## src/rtl/core/aabb_uniform_grid_index_unit_macros.svh

```systemverilog
// ----------------------------------------------------------------------------
// Assertion macros for the uniform grid index unit
// ----------------------------------------------------------------------------
`ifndef AABB_UNIFORM_GRID_INDEX_UNIT_MACROS_SVH
`define AABB_UNIFORM_GRID_INDEX_UNIT_MACROS_SVH
`ifndef NO_ASSERTIONS
`define AGUI_ASSERT_IMP(label, ante, cons) \
    label: assert property (@(posedge clk) disable iff (!rst_n) (ante) |-> (cons)) \
        else $error("agui: implication check failed");
`define AGUI_ASSERT_NXT(label, ante, cons) \
    label: assert property (@(posedge clk) disable iff (!rst_n) (ante) |=> (cons)) \
        else $error("agui: next-cycle check failed");
`else
`define AGUI_ASSERT_IMP(label, ante, cons)
`define AGUI_ASSERT_NXT(label, ante, cons)
`endif
`endif

```

## src/rtl/core/agui_pkg.sv

```systemverilog
// ----------------------------------------------------------------------------
// agui_pkg
// Shared constants, codes and types of the uniform grid index unit.
// ----------------------------------------------------------------------------
package agui_pkg;

    localparam int MAX_BOXES      = 64;
    localparam int BOX_IDX_W      = $clog2(MAX_BOXES);
    localparam int CNT_W          = $clog2(MAX_BOXES + 1);
    localparam int MAX_CELLS_AXIS = 48;
    localparam int AXIS_W         = 6;
    localparam int CELL_TOTAL     = MAX_CELLS_AXIS * MAX_CELLS_AXIS * MAX_CELLS_AXIS;
    localparam int CELL_ADDR_W    = $clog2(CELL_TOTAL);
    localparam int STRIDE_W       = 2 * AXIS_W;

    localparam int COORD_W   = 24;
    localparam int EXT_W     = COORD_W + 2;
    localparam int EDGE_W    = 12;
    localparam int EDGE_MIN  = 90;
    localparam int EDGE_MAX  = 3072;
    localparam int EDGE_ONE  = 256;
    localparam int SPAN_DIV  = 24;

    localparam int DIV_NUM_W = COORD_W + 1;
    localparam int DIV_CNT_W = $clog2(DIV_NUM_W);

    localparam int NUM_CFG   = 6;
    localparam int CFG_IDX_W = 3;

    localparam int KIND_W = 2;
    localparam logic [KIND_W-1:0] KIND_LOAD  = 2'd0;
    localparam logic [KIND_W-1:0] KIND_BUILD = 2'd1;
    localparam logic [KIND_W-1:0] KIND_BOXQ  = 2'd2;
    localparam logic [KIND_W-1:0] KIND_SEGQ  = 2'd3;

    localparam int STATUS_W = 2;
    localparam logic [STATUS_W-1:0] STATUS_OK    = 2'd0;
    localparam logic [STATUS_W-1:0] STATUS_FULL  = 2'd1;
    localparam logic [STATUS_W-1:0] STATUS_EMPTY = 2'd2;

    typedef logic signed [COORD_W-1:0] coord_t;
    typedef logic signed [EXT_W-1:0]   ext_t;

    typedef struct packed {
        coord_t b_z;
        coord_t b_y;
        coord_t b_x;
        coord_t a_z;
        coord_t a_y;
        coord_t a_x;
    } box_t;

    typedef struct packed {
        logic                 start;
        logic [DIV_NUM_W-1:0] num;
        logic [EDGE_W-1:0]    den;
    } div_req_t;

    typedef struct packed {
        logic                 busy;
        logic                 done;
        logic [DIV_NUM_W-1:0] quo;
    } div_rsp_t;

    function automatic logic [MAX_BOXES-1:0] box_bit(input logic [BOX_IDX_W-1:0] idx);
        return {{(MAX_BOXES-1){1'b0}}, 1'b1} << idx;
    endfunction

endpackage

```

## src/rtl/core/agui_div.sv

```systemverilog
// ----------------------------------------------------------------------------
// agui_div
// Serial restoring divider, one quotient bit per cycle, unsigned operands.
// ----------------------------------------------------------------------------
module agui_div (
    input  logic               clk,
    input  logic               rst_n,
    input  agui_pkg::div_req_t req,
    output agui_pkg::div_rsp_t rsp
);

    logic                                 busy_reg;
    logic                                 done_reg;
    logic [agui_pkg::DIV_CNT_W-1:0]       cnt_reg;
    logic [agui_pkg::EDGE_W-1:0]          rem_reg;
    logic [agui_pkg::EDGE_W-1:0]          den_reg;
    logic [agui_pkg::DIV_NUM_W-1:0]       quo_reg;

    logic [agui_pkg::EDGE_W:0]            shifted;
    logic [agui_pkg::EDGE_W+1:0]          diff;

    assign shifted = {rem_reg, quo_reg[agui_pkg::DIV_NUM_W-1]};
    assign diff    = {1'b0, shifted} - {2'b00, den_reg};

    always_ff @(posedge clk or negedge rst_n)
    begin
        if (!rst_n)
        begin
            busy_reg <= 1'b0;
            done_reg <= 1'b0;
        end
        else
        begin
            done_reg <= 1'b0;
            if (req.start)
            begin
                busy_reg <= 1'b1;
            end
            else if (busy_reg && cnt_reg == '0)
            begin
                busy_reg <= 1'b0;
                done_reg <= 1'b1;
            end
        end
    end

    always_ff @(posedge clk)
    begin
        if (req.start)
        begin
            cnt_reg <= agui_pkg::DIV_CNT_W'(agui_pkg::DIV_NUM_W - 1);
            rem_reg <= '0;
            den_reg <= req.den;
            quo_reg <= req.num;
        end
        else if (busy_reg)
        begin
            cnt_reg <= cnt_reg - 1'b1;
            if (!diff[agui_pkg::EDGE_W+1])
            begin
                rem_reg <= diff[agui_pkg::EDGE_W-1:0];
                quo_reg <= {quo_reg[agui_pkg::DIV_NUM_W-2:0], 1'b1};
            end
            else
            begin
                rem_reg <= shifted[agui_pkg::EDGE_W-1:0];
                quo_reg <= {quo_reg[agui_pkg::DIV_NUM_W-2:0], 1'b0};
            end
        end
    end

    assign rsp.busy = busy_reg;
    assign rsp.done = done_reg;
    assign rsp.quo  = quo_reg;

endmodule

```

## config.mk

```make
export PLATFORM = sky130hd
export DESIGN_NAME = agui_div
export DESIGN_NICKNAME = d
export VERILOG_FILES = /design/src/rtl/core/aabb_uniform_grid_index_unit_macros.svh /design/src/rtl/core/agui_pkg.sv /design/src/rtl/core/agui_div.sv
export SDC_FILE = /design/constraint.sdc
export NUM_CORES = 1
export LEC_CHECK = 0
export BUFFER_PORTS_ARGS = -buffer_cell sky130_fd_sc_hd__buf_2
export CAP_MARGIN = 10
export CORE_ASPECT_RATIO = 0.9
export CORE_MARGIN = 3
export CORE_UTILIZATION = 50
export CTS_BUF_LIST = sky130_fd_sc_hd__clkbuf_8 sky130_fd_sc_hd__clkbuf_16
export DETAILED_ROUTE_END_ITERATION = 10
export PLACE_DENSITY = 0.73
export SYNTH_ARGS = -nofsm -noshare
export SYNTH_HDL_FRONTEND = slang
export SYNTH_SLANG_ARGS = --single-unit
```

## constraint.sdc

```tcl
create_clock -name clk -period 2.9 [get_ports clk]
set_clock_uncertainty 0.15 [all_clocks]
set_input_delay 0.725 -clock clk [delete_from_list [all_inputs] [get_ports clk]]
set_output_delay 0.725 -clock clk [all_outputs]
set_load 0.1 [all_outputs]
```

# [Word-level counts from Yosys, hierarchy flattened]
# Cells that the tools add are included.
[classes] addsub=2 muxes=8 n_reduce_logical=4
[op_table] cell="25-bit two-way mux" count=2
[op_table] cell="13-bit by 12-bit subtractor with 14-bit output" count=1
[op_table] cell="12-bit two-way mux" count=1
[op_table] cell="5-bit zero test" count=1
[op_table] cell="1-bit two-way mux" count=5
[op_table] cell="5-bit by 1-bit subtractor with 5-bit output (second input constant)" count=1
[op_table] cell="2-bit nonzero test" count=2
[op_table] cell="1-bit logical AND" count=1
[totals] register_bits=56 in_bits=40 output_inout_bits=27 word_cells=20

# [Logic depth before layout (Yosys ltp)]
[logic_depth] word_depth=4 mapped_depth=9 depth_no_buf=9

# [Worst setup path before layout]
# No wires, ideal clock.
[synth_path] path_type="register to register" start="register quo_reg[24] (netlist name)" end="register rem_reg[9] (netlist name)" setup_ns=0.088 t_arrival_ns=2.565 t_required_ns=2.662 path_slack_ns=0.097 stages_incl_launch_ff=9 path_buffers=0 period_less_slack_ns=2.803 path_cell_list="edfxtp_1 > inv_1 > ha_1 > nand2b_1 > a21o_1 > a21oi_4 > o21ai_4 > or3_1 > a311oi_2"
[synth_between] elab_chain_cells=2
[synth_rtl] element="start: declaration" line_no="agui_div.sv:17" source="logic [agui_pkg::DIV_NUM_W-1:0] quo_reg;"
[synth_rtl] element="start signal: assignment" line_no="agui_div.sv:54" source="quo_reg <= req.num;"
[synth_rtl] element="start signal: assignment" line_no="agui_div.sv:62" source="quo_reg <= {quo_reg[agui_pkg::DIV_NUM_W-2:0], 1'b1};"
[synth_rtl] element="start signal: assignment" line_no="agui_div.sv:67" source="quo_reg <= {quo_reg[agui_pkg::DIV_NUM_W-2:0], 1'b0};"
[synth_rtl] element="13-bit by 12-bit subtractor with 14-bit output" line_no="agui_div.sv:23" source="assign diff = {1'b0, shifted} - {2'b00, den_reg};"
[synth_rtl] element="12-bit two-way mux" line_no="agui_div.sv:59" source="if (!diff[agui_pkg::EDGE_W+1])"
[synth_rtl] element="end signal: assignment" line_no="agui_div.sv:61" source="rem_reg <= diff[agui_pkg::EDGE_W-1:0];"
[synth_rtl] element="end signal: assignment" line_no="agui_div.sv:66" source="rem_reg <= shifted[agui_pkg::EDGE_W-1:0];"
[synth_rtl] element="end: declaration" line_no="agui_div.sv:15" source="logic [agui_pkg::EDGE_W-1:0] rem_reg;"
# No other way between the ends.
# A chain may end at the register's enable or synchronous reset.

# [Worst setup path in the final report]
[layout_path] start="register den_reg[6] (netlist name)" end="register rem_reg[0] (netlist name)"
[layout_between] elab_chain_cells=2
[layout_rtl] element="start: declaration" line_no="agui_div.sv:16" source="logic [agui_pkg::EDGE_W-1:0] den_reg;"
[layout_rtl] element="start signal: assignment" line_no="agui_div.sv:53" source="den_reg <= req.den;"
[layout_rtl] element="13-bit by 12-bit subtractor with 14-bit output" line_no="agui_div.sv:23"
[layout_rtl] element="12-bit two-way mux" line_no="agui_div.sv:59"
# No other way between the ends.

==> run metrics <==
Post-route DRC 0; initial antenna violation count 0; post-DP HPWL 4150 um; PostCTS Resize Cnt 0; Psw ~740 uW; Final Cycle Share slightly below 90%; Clock Tree Buf Depth 2; power per cell area between 600 and 700 mW/mm^2; reg2reg path depth 8; # rows 25; relative max-transition margin 65.9%; Worst Path Max Fanout 17; overall routed net length roughly 5500 um; leakage roughly 1.5 nW; TritonCTS clock tree done; Final #Nets 366; maximum VDD drop 0.402 mV; final hold vios 0; FF-to-FF setup slack between 0.3 and 0.4 ns; largest net degree at the start of global routing 26; #FFs+latches synth 56; Area Growth Syn to Fin 16.8%; synth warn 0; Min-Delay Path Class input port to asynchronous set/reset pin; FILL cells between 400 and 500; Antenna Cells 0; Cells after DPL 372; Overflow after GRT 0; gr busiest metal met2; Synth top area share 38.7%; CP Capture Type flip-flop; outcome complete, no violations; Max Fclk 395 MHz; post-synthesis sequential area ratio between 50% and 60%; Comb pwr share 30.4%; Clk network pwr share 21.1%; Net Count, Synth 299; Synth area leader edfxtp_1; final setup TNS 0 ns; critical path required time roughly 3.0 ns; synth unique cells 51; Top Ports 67; CTS H-Tree Depth 2; CP Data Arrival Time around 2.6 ns; ys async rst share 3.57%; Area contributors post-synth edfxtp_1 (39%), dfxtp_1 (12%), mux2_2 (9.4%), ha_1 (5.7%), nor2_1 (2.9%); post-layout minimum cycle time around 2.5 ns; CP Launch Type flip-flop; max reg flops 25; clock latency on the worst-skew pair 0.31 ns; Via Count 2008; antenna-violating nets left 0; Synth Instances 245; sequential power share 48.5%; Pins Over Slew Limit 0; critical path type flip-flop to flip-flop; Pre-antenna DRT Iters 4; Port Buf Inserts 66; RSZ-0062 raised after global routing false; vias in the first global route 1914; M3 GR Usage 4.14%; first-pass GRT wire length 8930 um; drt via density 5.28; Sw Ratio 36.7%; met1 usage 22.1%; Die H 77.8 um; wire per inst 14.4 um; Hold Buf Count CTS 0; Avg Synthesized Cell Area 11.7 sq um; clock sinks 56; internal power 1.27 mW; max cap viols 0; Post-synth top flop edfxtp_1; reg2reg start den_reg[6]; clock buffer count from CTS 5; Core ar. around 0.0054 sq mm; cell area after synthesis between 0.002 and 0.003 sq mm; Die Width 85.8 um; Final setup viols 0; GR Util met2 28.5%; Least-Margin Pin Slew 0.510 ns; share of cells above drive strength 1 34.5%; CTS root buffer clkbuf_8; Post-synth EDFFs 37; final std cells w/o fill 380; Tot GR Track Use 17.1%; worst reg2reg endpoint rem_reg[0]; Initial Util 53.0%; postcts setup bufs 0; initial drt markers roughly 140; die area 0.00668 sq mm; RD Place Congestion 0.818; Worst-path clk slew ~0.10 ns
[stage by stage]
stage / power [mW] / hold slack (ns) / setup WS, ns / area [sq um] / util (%)
after floorplan: 1.50 / 0.279 / 0.0973 / 2870 / -
after global placement: 1.59 / 0.297 / 0.454 / 3260 / 60.3
after detailed placement: 1.61 / 0.310 / 0.392 / 3260 / 60.3
after CTS: 2.03 / 0.0140 / 0.350 / 3350 / 61.9
after global routing: 2.11 / 0.0127 / 0.209 / 3350 / 61.9
final: 2.01 / 0.0225 / 0.371 / 3350 / 61.9
[area by class of cell]
type | count | area (sq um) | share of cell area, %
sequential | 56 | 1500 | 44.8
multi-input combinational | 158 | 1230 | 36.8
timing repair buffer | 71 | 368 | 11.0
tap | 67 | 83.8 | 2.50
inverter | 20 | 75.1 | 2.24
clock buffer | 5 | 68.8 | 2.05
clock inverter | 3 | 20.0 | 0.597
[worst max-delay path, stage by stage (launching register included)]
cell	delay, ns
edfxtp_1	0.37
inv_1	0.07
ha_1	0.26
a21o_1	0.26
o211ai_2	0.23
a21oi_4	0.07
o21ai_4	0.45
mux2_1	0.37
a211oi_1	0.23
[logic make-up (layout without fill, tap and decap cells)]
kind of cell	after synthesis	after routing	share of synthesized area, %
adder cells (fa/ha/maj)	14	14	6.37
multiplexers	32	32	12.3
AO/OA/AOI/OAI	45	45	11.8
buffers and inverters	31	99	4.62
AND/OR/NAND/NOR	60	60	10.4
XOR/XNOR	7	7	2.14
flip-flops	56	56	52.4
[synth_stat cells (all sizes together) (2+ instances only)]
cell and instances:
mux2i 7, a2111oi 2, o211ai 2, xnor2 6
dfrtp 2, nor2 23, or3 3, nor2b 2
nand2b 3, nor4 3, a21oi 9, a311oi 2
a21o 5, o21a 3, ha 13, a211oi 10
mux2 25, nand2 10, and3 2, buf 5
dfxtp 17, inv 20, edfxtp 37, nor3 6
o21ai 7, clkbuf 6
[layout by cell type (no fill, tap or decap), drive strengths merged, types with 2 or more instances in the layout]
| master | count |
|---|---|
| ha | 13 |
| nor4 | 3 |
| mux2 | 25 |
| xnor2 | 6 |
| a21o | 5 |
| nand2b | 3 |
| nand2 | 10 |
| edfxtp | 37 |
| a311oi | 2 |
| a2111oi | 2 |
| o211ai | 2 |
| and3 | 2 |
| nor2 | 23 |
| buf | 71 |
| a211oi | 10 |
| dfrtp | 2 |
| inv | 21 |
| o21ai | 7 |
| dfxtp | 17 |
| a21oi | 9 |
| nor3 | 6 |
| o21a | 3 |
| or3 | 3 |
| mux2i | 7 |
| nor2b | 2 |
| clkbuf | 5 |
[power by group through the flow]
stage	Combinational, mW	Sequential (mW)	Clock, mW
4_1_cts	0.616	0.978	0.438
5_1_grt	0.653	0.987	0.471
3_5_place_dp	0.614	0.996	0
3_3_place_gp	0.604	0.990	0
2_1_floorplan	0.217	1.28	0
6_report	0.612	0.977	0.424
[per-layer routing]
layer	routed length [um]	up-vias	share of wire, %
met1	2380	936	43
met3	245	5	4.5
met5	0	-	0
met2	2780	39	51
met4	63	0	1.2
li1	-	1028	-
[how the worst max path moves through the flow]
stage,to,start,slack (ns),cells after the start
floorplan,rem_reg[9],quo_reg[24],0.1,8
global route,rem_reg[0],den_reg[6],0.21,8
CTS,rem_reg[0],den_reg[6],0.35,8
detailed placement,rem_reg[0],den_reg[6],0.39,8
finish,rem_reg[0],den_reg[6],0.37,8
global placement,rem_reg[0],den_reg[6],0.45,8
No activity file was read; power rests on OpenSTA's default activity.
