`src/rtl/core/aabb_uniform_grid_index_unit_macros.svh`:
```
// ----------------------------------------------------------------------------
// Assertion macros for the uniform grid index unit
// ----------------------------------------------------------------------------
`ifndef AABB_UNIFORM_GRID_INDEX_UNIT_MACROS_SVH
`define AABB_UNIFORM_GRID_INDEX_UNIT_MACROS_SVH
`ifndef NO_ASSERTIONS
`define AGUI_ASSERT_IMP(label, ante, cons) \
    label: assert property (@(posedge clk) disable iff (!rst_n) (ante) |-> (cons)) \
        else $error("agui: implication check failed");
`define AGUI_ASSERT_NXT(label, ante, cons) \
    label: assert property (@(posedge clk) disable iff (!rst_n) (ante) |=> (cons)) \
        else $error("agui: next-cycle check failed");
`else
`define AGUI_ASSERT_IMP(label, ante, cons)
`define AGUI_ASSERT_NXT(label, ante, cons)
`endif
`endif

```
`src/rtl/core/agui_ram.sv`:
```
// ----------------------------------------------------------------------------
// agui_ram
// Generic simple dual-port RAM, one write port, one registered read port.
// ----------------------------------------------------------------------------
module agui_ram #(
    parameter int WIDTH = 8,
    parameter int DEPTH = 16,
    localparam int AW   = $clog2(DEPTH)
) (
    input  logic             clk,
    input  logic             we,
    input  logic [AW-1:0]    waddr,
    input  logic [WIDTH-1:0] wdata,
    input  logic [AW-1:0]    raddr,
    output logic [WIDTH-1:0] rdata
);

    logic [WIDTH-1:0] mem [DEPTH];

    always_ff @(posedge clk)
    begin
        if (we)
        begin
            mem[waddr] <= wdata;
        end
        rdata <= mem[raddr];
    end

endmodule

```
`config.mk`:
```
export PLATFORM = sky130hd
export DESIGN_NAME = agui_ram
export DESIGN_NICKNAME = d
export VERILOG_FILES = /design/src/rtl/core/aabb_uniform_grid_index_unit_macros.svh /design/src/rtl/core/agui_ram.sv
export SDC_FILE = /design/constraint.sdc
export NUM_CORES = 1
export LEC_CHECK = 0
export BUFFER_PORTS_ARGS = -buffer_cell sky130_fd_sc_hd__buf_2
export CAP_MARGIN = 20
export CORE_UTILIZATION = 50
export CTS_BUF_LIST = sky130_fd_sc_hd__clkbuf_16
export DETAILED_ROUTE_END_ITERATION = 10
export HOLD_SLACK_MARGIN = 0.03
export PLACE_DENSITY = 0.67
export SETUP_SLACK_MARGIN = 0.1
export SLEW_MARGIN = 20
export SYNTH_ARGS = -nofsm -noshare
export SYNTH_HDL_FRONTEND = slang
export SYNTH_SLANG_ARGS = --single-unit
```
`constraint.sdc`:
```
create_clock -name clk -period 2.53 [get_ports clk]
set_input_delay 0.506 -clock clk [delete_from_list [all_inputs] [get_ports clk]]
set_output_delay 0.506 -clock clk [all_outputs]
set_load 0.01 [all_outputs]
```
# Word-level counts from Yosys, hierarchy flattened

Memories as Yosys holds them, arrays and structs flattened. A register that Yosys moved wholly into a read port is not among the register bits.
Cells that the tools add are included.

Logic and storage cells: 3
Bits in writable memories: 128
Flip-flop bits (word level): 0
Memories kept: 1
Output and inout port bits: 8

Memory list:

| name | depth | bits a word | read ports | clocked after memory_dff | write ports | line           | source |
|---|---|---|---|---|---|---|---|
| mem  | 16    | 8           | 1          | 1                        | 1           | agui_ram.sv:18 | `logic [WIDTH-1:0] mem [DEPTH];` |

Muxes and demuxes: 2

Operators by type and width:

| kind   | count |
|---|---|
| $mux 1 | 2 |

# Depth between registers and ports, before layout

Gate-level depths: netlist of the first run.

Depth after elaboration: 2
Mapped depth: 5
Mapped depth without buffers: 3

# Worst setup path before layout of the first run

No wires, ideal clock.

Path kind: input -> register
From: input waddr[2]
To: memory mem[0][0], enable pin
Arrival: 1,616 ps
Setup time: 383 ps
Path buffers: 0
Cell stages on the path: 2
Path slack: 531 ps
Path through: or3b_2 nor3_1

RTL lines:

| what               | line           | source |
|---|---|---|
| start: declaration | agui_ram.sv:12 | `input logic [AW-1:0] waddr,` |
| end: declaration   | agui_ram.sv:18 |  |

No word-level cell before the write port.

==> summary.md, run 1 <==
| Metric | Value |
|---|---|
| Status | `completed` |
| CTS sink cnt | `136` |
| Post-synth ARST share | `0%` |
| Least-Margin Pin Slew | `0.429 ns` |
| DP HPWL | `6330 um` |
| Peak supply drop | `0.394 mV` |
| Met3 wire length | `543 um` |
| GP Congestion | `0.741` |
| Avg WL per Cell | `23.3 um` |
| Cts bufs inserted | `17` |
| Post-Synthesis Cell Area | `5150 sq um` |
| Post-route clock period utilization | `68.5%` |
| Synth area leader | `edfxtp_1` |
| Hold Violations, Final | `0` |
| Worst skew pair latency | `0.41 ns` |
| Via count | `2,451` |
| Worst EP arrival | `2.02 ns` |
| Antenna-violating nets left | `0` |
| Final slew viol count | `0` |
| Root Buffer Master | `clkbuf_16` |
| Final min period | `1.73 ns` |
| Net Sw Frac | `19.8%` |
| Max_cap viols | `0` |
| Psw | `1.02 mW` |
| Most common cell in the netlist | `edfxtp_1` |
| Crit Path Category | `primary input to flip-flop` |
| Worst Path Required | `2.82 ns` |
| Pin count of the biggest net entering global routing | `33` |
| M1 wire length | `4450 um` |
| Hold Path Class | `primary input to flip-flop` |
| Synth top area share | `74.7%` |
| Maximum clock rate | `0.577 GHz` |
| Post-synthesis cell type count | `19` |
| I/O pin count | `26` |
| Synth Warn # | `0` |
| Leakage | `2.11 nW` |
| Number of setup buffers added after CTS | `0` |
| Vias in the first global route | `2,431` |
| Syn avg cell area | `22.5 sq um` |
| Total negative slack | `0 ns` |
| DR iter-0 viols | `186` |
| Post-cts resize count | `0` |
| Post-synthesis net count | `247` |
| Final wirelength | `10,000 um` |
| Die area | `10,700 sq um` |
| Fin Clk Skew | `0.00621 ns` |
| Clock slew at reported path FFs | `0.06 ns` |
| Flip-flop and latch count after synthesis | `136` |
| Setup-failing EPs final | `0` |
| Layout cells sized above 1 | `31.3%` |
| Cell area after layout | `6120 sq um` |
| Cells after Synth | `229` |
| Initial Util | `52.2%` |
| CTS tree | `done` |
| CP startpoint kind | `primary input` |
| Rel. slew slack | `71.4%` |
| Hold buffers post-CTS | `0` |
| Main synth FF type | `edfxtp_1` |
| Gr ovfl total | `0` |
| Placed Area | `5540 sq um` |
| PortBufs | `25` |
| Layout Nets | `302` |
| Pint | `4.16 mW` |
| Core Area | `9860 sq um` |
| Sequential fraction of the synthesis area | `77.8%` |
| Worst Path Max Fanout | `11` |
| Post-synth EDFFs | `128` |
| Top cells by instance count after synthesis | `128 x edfxtp_1, 18 x mux4_2, 16 x a22oi_1, 14 x mux4_1, 13 x nor2_1` |
| DRC Markers | `0` |
| Met2 wire length | `4910 um` |
| Die width | `103 um` |
| Reg power frac | `49.0%` |
| CP Capture Type | `flip-flop` |
| Total track usage | `21.1%` |
| Rows | `36` |
| H-tree depth | `4` |
| Comb pwr share | `4.6%` |
| PwrDens | `846 nW/um^2` |
| Die Height | `103 um` |
| Syn-to-layout area delta | `19.0%` |
| Clk network pwr share | `46.4%` |
| Initial antenna violation count | `0` |
| Clock Tree Buf Depth | `2` |
| Detailed Routing Iterations Pass 1 | `5` |
| Vias per inst | `5.70` |
| Unrepaired setup endpoints after global routing | `false` |
| Uppermost layer routed | `met4` |
| Global-route wire length before repair | `14,900 um` |
| Synth area leaders | `edfxtp_1 75%, mux4_2 7.9%, mux4_1 7.1%, dfxtp_1 3.1%, a22oi_1 2.3%` |
| Antenna diodes | `0` |
sequential cells by signal, summed over array words and instances, names as in the netlist:
register	cells
rdata	8
mem	128
layout make-up:
type	count	area, sq um
repair buffers	46	308
clock buffers	17	425
fillers	683	3740
flip-flops and latches	136	4000
clock inverters	15	163
multi-input cells	83	1060
well taps	133	166
power groups by stage:
stage               Sequential [mW]  Combinational (mW)  Clock [mW]
global route                   2.54               0.259        2.51
global placement               2.58               0.236           0
detailed placement             2.59               0.240           0
CTS                            2.54               0.242        2.42
finish                         2.54               0.238        2.40
floorplan                      2.58               0.128           0
logic make-up (layout without fill, tap and decap cells):
group                  Yosys count  after routing  share of synthesized area (%)
AO/OA/AOI/OAI                   16             16                           2.33
buffers and inverters           10             78                           1.68
flip-flops                     136            136                           77.8
multiplexers                    32             32                           15.0
AND/OR/NAND/NOR                 35             35                           3.18
cell usage in the layout, fill, tap and decap left out:
| master | instances |
|---|---|
| or3b_2 | 1 |
| nor3_1 | 4 |
| nand3b_1 | 2 |
| edfxtp_1 | 128 |
| buf_12 | 2 |
| nand2b_1 | 2 |
| a22oi_1 | 16 |
| mux4_2 | 18 |
| clkinv_1 | 2 |
| nor2_1 | 13 |
| buf_4 | 19 |
| dfxtp_1 | 8 |
| bufinv_16 | 3 |
| nand3_1 | 1 |
| mux4_1 | 14 |
| clkbuf_16 | 17 |
| clkinvlp_4 | 1 |
| inv_1 | 2 |
| clkinv_4 | 4 |
| and2b_1 | 1 |
| nor2b_1 | 1 |
| buf_2 | 25 |
| clkinv_2 | 3 |
| and2_1 | 1 |
| nand2_1 | 9 |
critical path, stage by stage:
cell and delay (ns):
buf_2 0.33, buf_4 0.27, mux4_2 0.54, a22oi_1 0.28, nand2_1 0.09
per-layer routing:
metal / GRT usage [%] / vias up
met4: 8.45 / 0
met1: 30.9 / 1280
li1: - / 1086
met2: 31.8 / 75
met5: 0 / -
met3: 4.03 / 10
path summary, 6_finish.rpt:
| path | start | to | slack, ns | cells past startpoint |
|---|---|---|---|---|
| worst max-delay path | raddr[0] | rdata[7] | 0.80 | 5 |
| worst min-delay path | wdata[2] | mem[10][2] | 0.47 | 1 |
| worst max register to register | mem[9][3] | rdata[3] | 1.17 | 3 |
| worst min register to register | mem[12][1] | rdata[1] | 0.67 | 3 |
through the flow:
step | total power, mW | utilization (%) | setup slack [ns] | hold WS, ns | instances
after floorplan | 2.71 | - | 0.531 | 0.605 | 229
after global placement | 2.82 | 56.1 | 0.341 | 0.650 | 398
after detailed placement | 2.83 | 56.1 | 0.331 | 0.658 | 398
after CTS | 5.20 | 62.1 | 0.755 | 0.467 | 430
after global routing | 5.32 | 62.1 | 0.700 | 0.478 | 430
final | 5.18 | 62.1 | 0.797 | 0.472 | 430
Note: power is estimated with default switching activity, not from simulation.
==> run 2: changes to the inputs <==
Clock period 2.53 ns to 1.8 ns, I/O delays scaled along.
==> run 2 against run 1 <==
  * Via count fell by 0.20%
  * Count of clock-buffer cells in the layout is the same
  * Power increased by 49%
  * Routed wire length decreased by 9.1%
  * Register-to-register slack worse by 0.71 ns
==> summary.md, run 2 (synthesis gave the netlist of run 1 again) <==
| Metric | Value |
|---|---|
| Global-route wire length before repair | `13,900 um (-6.4%)` |
| Pin count of the biggest net entering global routing | `33 (unchanged)` |
| Layout Nets | `303 (+0.33%)` |
| Initial antenna violation count | `0 (unchanged)` |
| Gr ovfl total | `0 (unchanged)` |
| H-tree depth | `4 (unchanged)` |
| CP Capture Type | `flip-flop` |
| Worst setup margin | `0.450 ns (-0.347 ns)` |
| Cell area after layout | `6220 sq um (+1.6%)` |
| Worst skew pair latency | `0.41 ns (about the same)` |
| Root Buffer Master | `clkbuf_16` |
| GP Congestion | `0.714 (-3.6%)` |
| Antenna diodes | `0 (unchanged)` |
| Commonest non-fill, non-tap cell in the layout | `edfxtp_1` |
| Reg power frac | `46.3% (-2.7 points)` |
| Cts bufs inserted | `17 (unchanged)` |
| Max_cap viols | `0 (unchanged)` |
| Fin Hold WS | `0.335 ns (-0.137 ns)` |
| Pint | `6.27 mW (+51%)` |
| Die width | `103 um (unchanged)` |
| Detailed Routing Iterations Pass 1 | `4 (-1)` |
| Antenna-violating nets left | `0 (unchanged)` |
| Layout cells sized above 1 | `32.2% (+0.90 points)` |
| Most frequent cells in the layout | `128 x edfxtp_1, 25 x buf_2, 19 x buf_4` |
| Rel. slew slack | `72.7% (+1.3 points)` |
| Comb pwr share | `4.3% (-0.3 points)` |
| Clock slew at reported path FFs | `0.06 ns (about the same)` |
| PortBufs | `25 (unchanged)` |
| Via count | `2,446 (-0.20%)` |
| Vias per inst | `5.68 (-0.44%)` |
| Initial Util | `52.2% (unchanged)` |
| Register name with the most flops | `mem` |
| Final slew viol count | `0 (unchanged)` |
| Final min period | `1.35 ns` |
| Clk network pwr share | `49.3% (+2.9 points)` |
| Placement Setup Slack | `0.0207 ns (-0.311 ns)` |
| Rows | `36 (unchanged)` |
| Peak supply drop | `0.613 mV (+56%)` |
| Final wirelength | `9120 um (-9.1%)` |
| Leakage | `2.14 nW (+1.5%)` |
| Avg WL per Cell | `21.2 um (-9.3%)` |
| Max reg flops | `128 (unchanged)` |
| Die Height | `103 um (unchanged)` |
| Number of setup buffers added after CTS | `0 (unchanged)` |
| Hold buffers post-CTS | `0 (unchanged)` |
| Setup-failing EPs final | `0 (unchanged)` |
| Total negative slack | `0 ns (unchanged)` |
| Fillers | `670 (-1.9%)` |
| Worst Path Max Fanout | `14 (+3)` |
| Least-Margin Pin Slew | `0.409 ns (-0.0194 ns)` |
| CTS tree | `done` |
| Syn-to-layout area delta | `20.8%` |
| DP HPWL | `5780 um (-8.8%)` |
| Net Sw Frac | `18.5% (-1.2 points)` |
| Post-cts resize count | `0 (unchanged)` |
| CP startpoint kind | `primary input` |
| CTS sink cnt | `136 (unchanged)` |
| DR iter-0 viols | `180 (-3.2%)` |
| Hold Violations, Final | `0 (unchanged)` |
| Fin Clk Skew | `0.0129 ns (+0.00673 ns)` |
| Unrepaired setup endpoints after global routing | `false` |
| Crit Path Category | `primary input to flip-flop` |
| Worst Path Required | `2.08 ns (-0.74 ns)` |
| Hold Path Class | `primary input to flip-flop` |
| Die area | `10,700 sq um (unchanged)` |
| Placed Area | `5560 sq um (+0.45%)` |
| Clock Tree Buf Depth | `2 (unchanged)` |
| Psw | `1.43 mW (+39%)` |
| Maximum clock rate | `0.741 GHz` |
| Worst EP arrival | `1.63 ns (-0.39 ns)` |
| Status | `completed` |
| Core Area | `9860 sq um (unchanged)` |
| Largest registers | `mem: 128 flops, rdata: 8 flops` |
| Total track usage | `19.6% (-1.5 points)` |
| I/O pin count | `26 (unchanged)` |
| Vias in the first global route | `2,457 (+1.1%)` |
| DRC Markers | `0 (unchanged)` |
| Reg-to-reg slack, setup | `0.46 ns (-0.71 ns)` |
| PwrDens | `1240 nW/um^2 (+46%)` |
| Post-route clock period utilization | `75.0%` |
==> run 2: cell types whose count changed in the layout (fill, tap and decap cells not counted), sizes merged <==
cell      change
clkinv        -4
inv           -1
bufinv        +3
clkinvlp      +2
buf           +1
==> run 2: stage by stage <==
stage / utilization [%] / total power, mW / std cells
floorplan: - / 3.81 / 229
global placement: 56.4 / 3.96 / 399
detailed placement: 56.4 / 3.97 / 399
CTS: 63.0 / 7.76 / 431
global route: 63.0 / 7.92 / 431
finish: 63.0 / 7.69 / 431
==> run 2: final timing paths <==
| check | from | endpoint | cells past startpoint |
|---|---|---|---|
| hold / removal | wdata[2] | mem[4][2] | 1 |
| hold reg to reg | mem[15][0] | rdata[0] | 3 |
| setup reg to reg | mem[9][1] | rdata[1] | 3 |
| setup / recovery | raddr[0] | rdata[1] | 5 |
==> run 2: final cells by class <==
class | count | area [sq um] | share of cell area [%]
flip-flops and latches | 136 | 4000 | 64.4
multi-input cells | 83 | 1060 | 17.1
clock buffers | 17 | 425 | 6.84
repair buffers | 47 | 328 | 5.27
clock inverters | 15 | 233 | 3.74
well taps | 133 | 166 | 2.68
==> run 2: power groups by stage <==
stage | clock, mW | combinational [mW] | sequential [mW]
after floorplan | 0 | 0.180 | 3.63
final | 3.80 | 0.334 | 3.56
after global placement | 0 | 0.338 | 3.63
after global routing | 3.98 | 0.367 | 3.57
after CTS | 3.86 | 0.344 | 3.56
after detailed placement | 0 | 0.342 | 3.63
==> run 2: metal layers <==
metal | global-route usage (%) | vias up | share of wire, %
met2 | 29.5 | 75 | 50
met4 | 7.48 | 0 | 0.79
met1 | 27.6 | 1278 | 45
met5 | 0 | - | 0
li1 | - | 1086 | -
met3 | 5.51 | 7 | 4.7
==> run 2: critical path, cell delays in order <==
cell	delay [ns]
buf_2	0.15
buf_12	0.18
mux4_1	0.57
a22oi_1	0.27
nand2_1	0.09
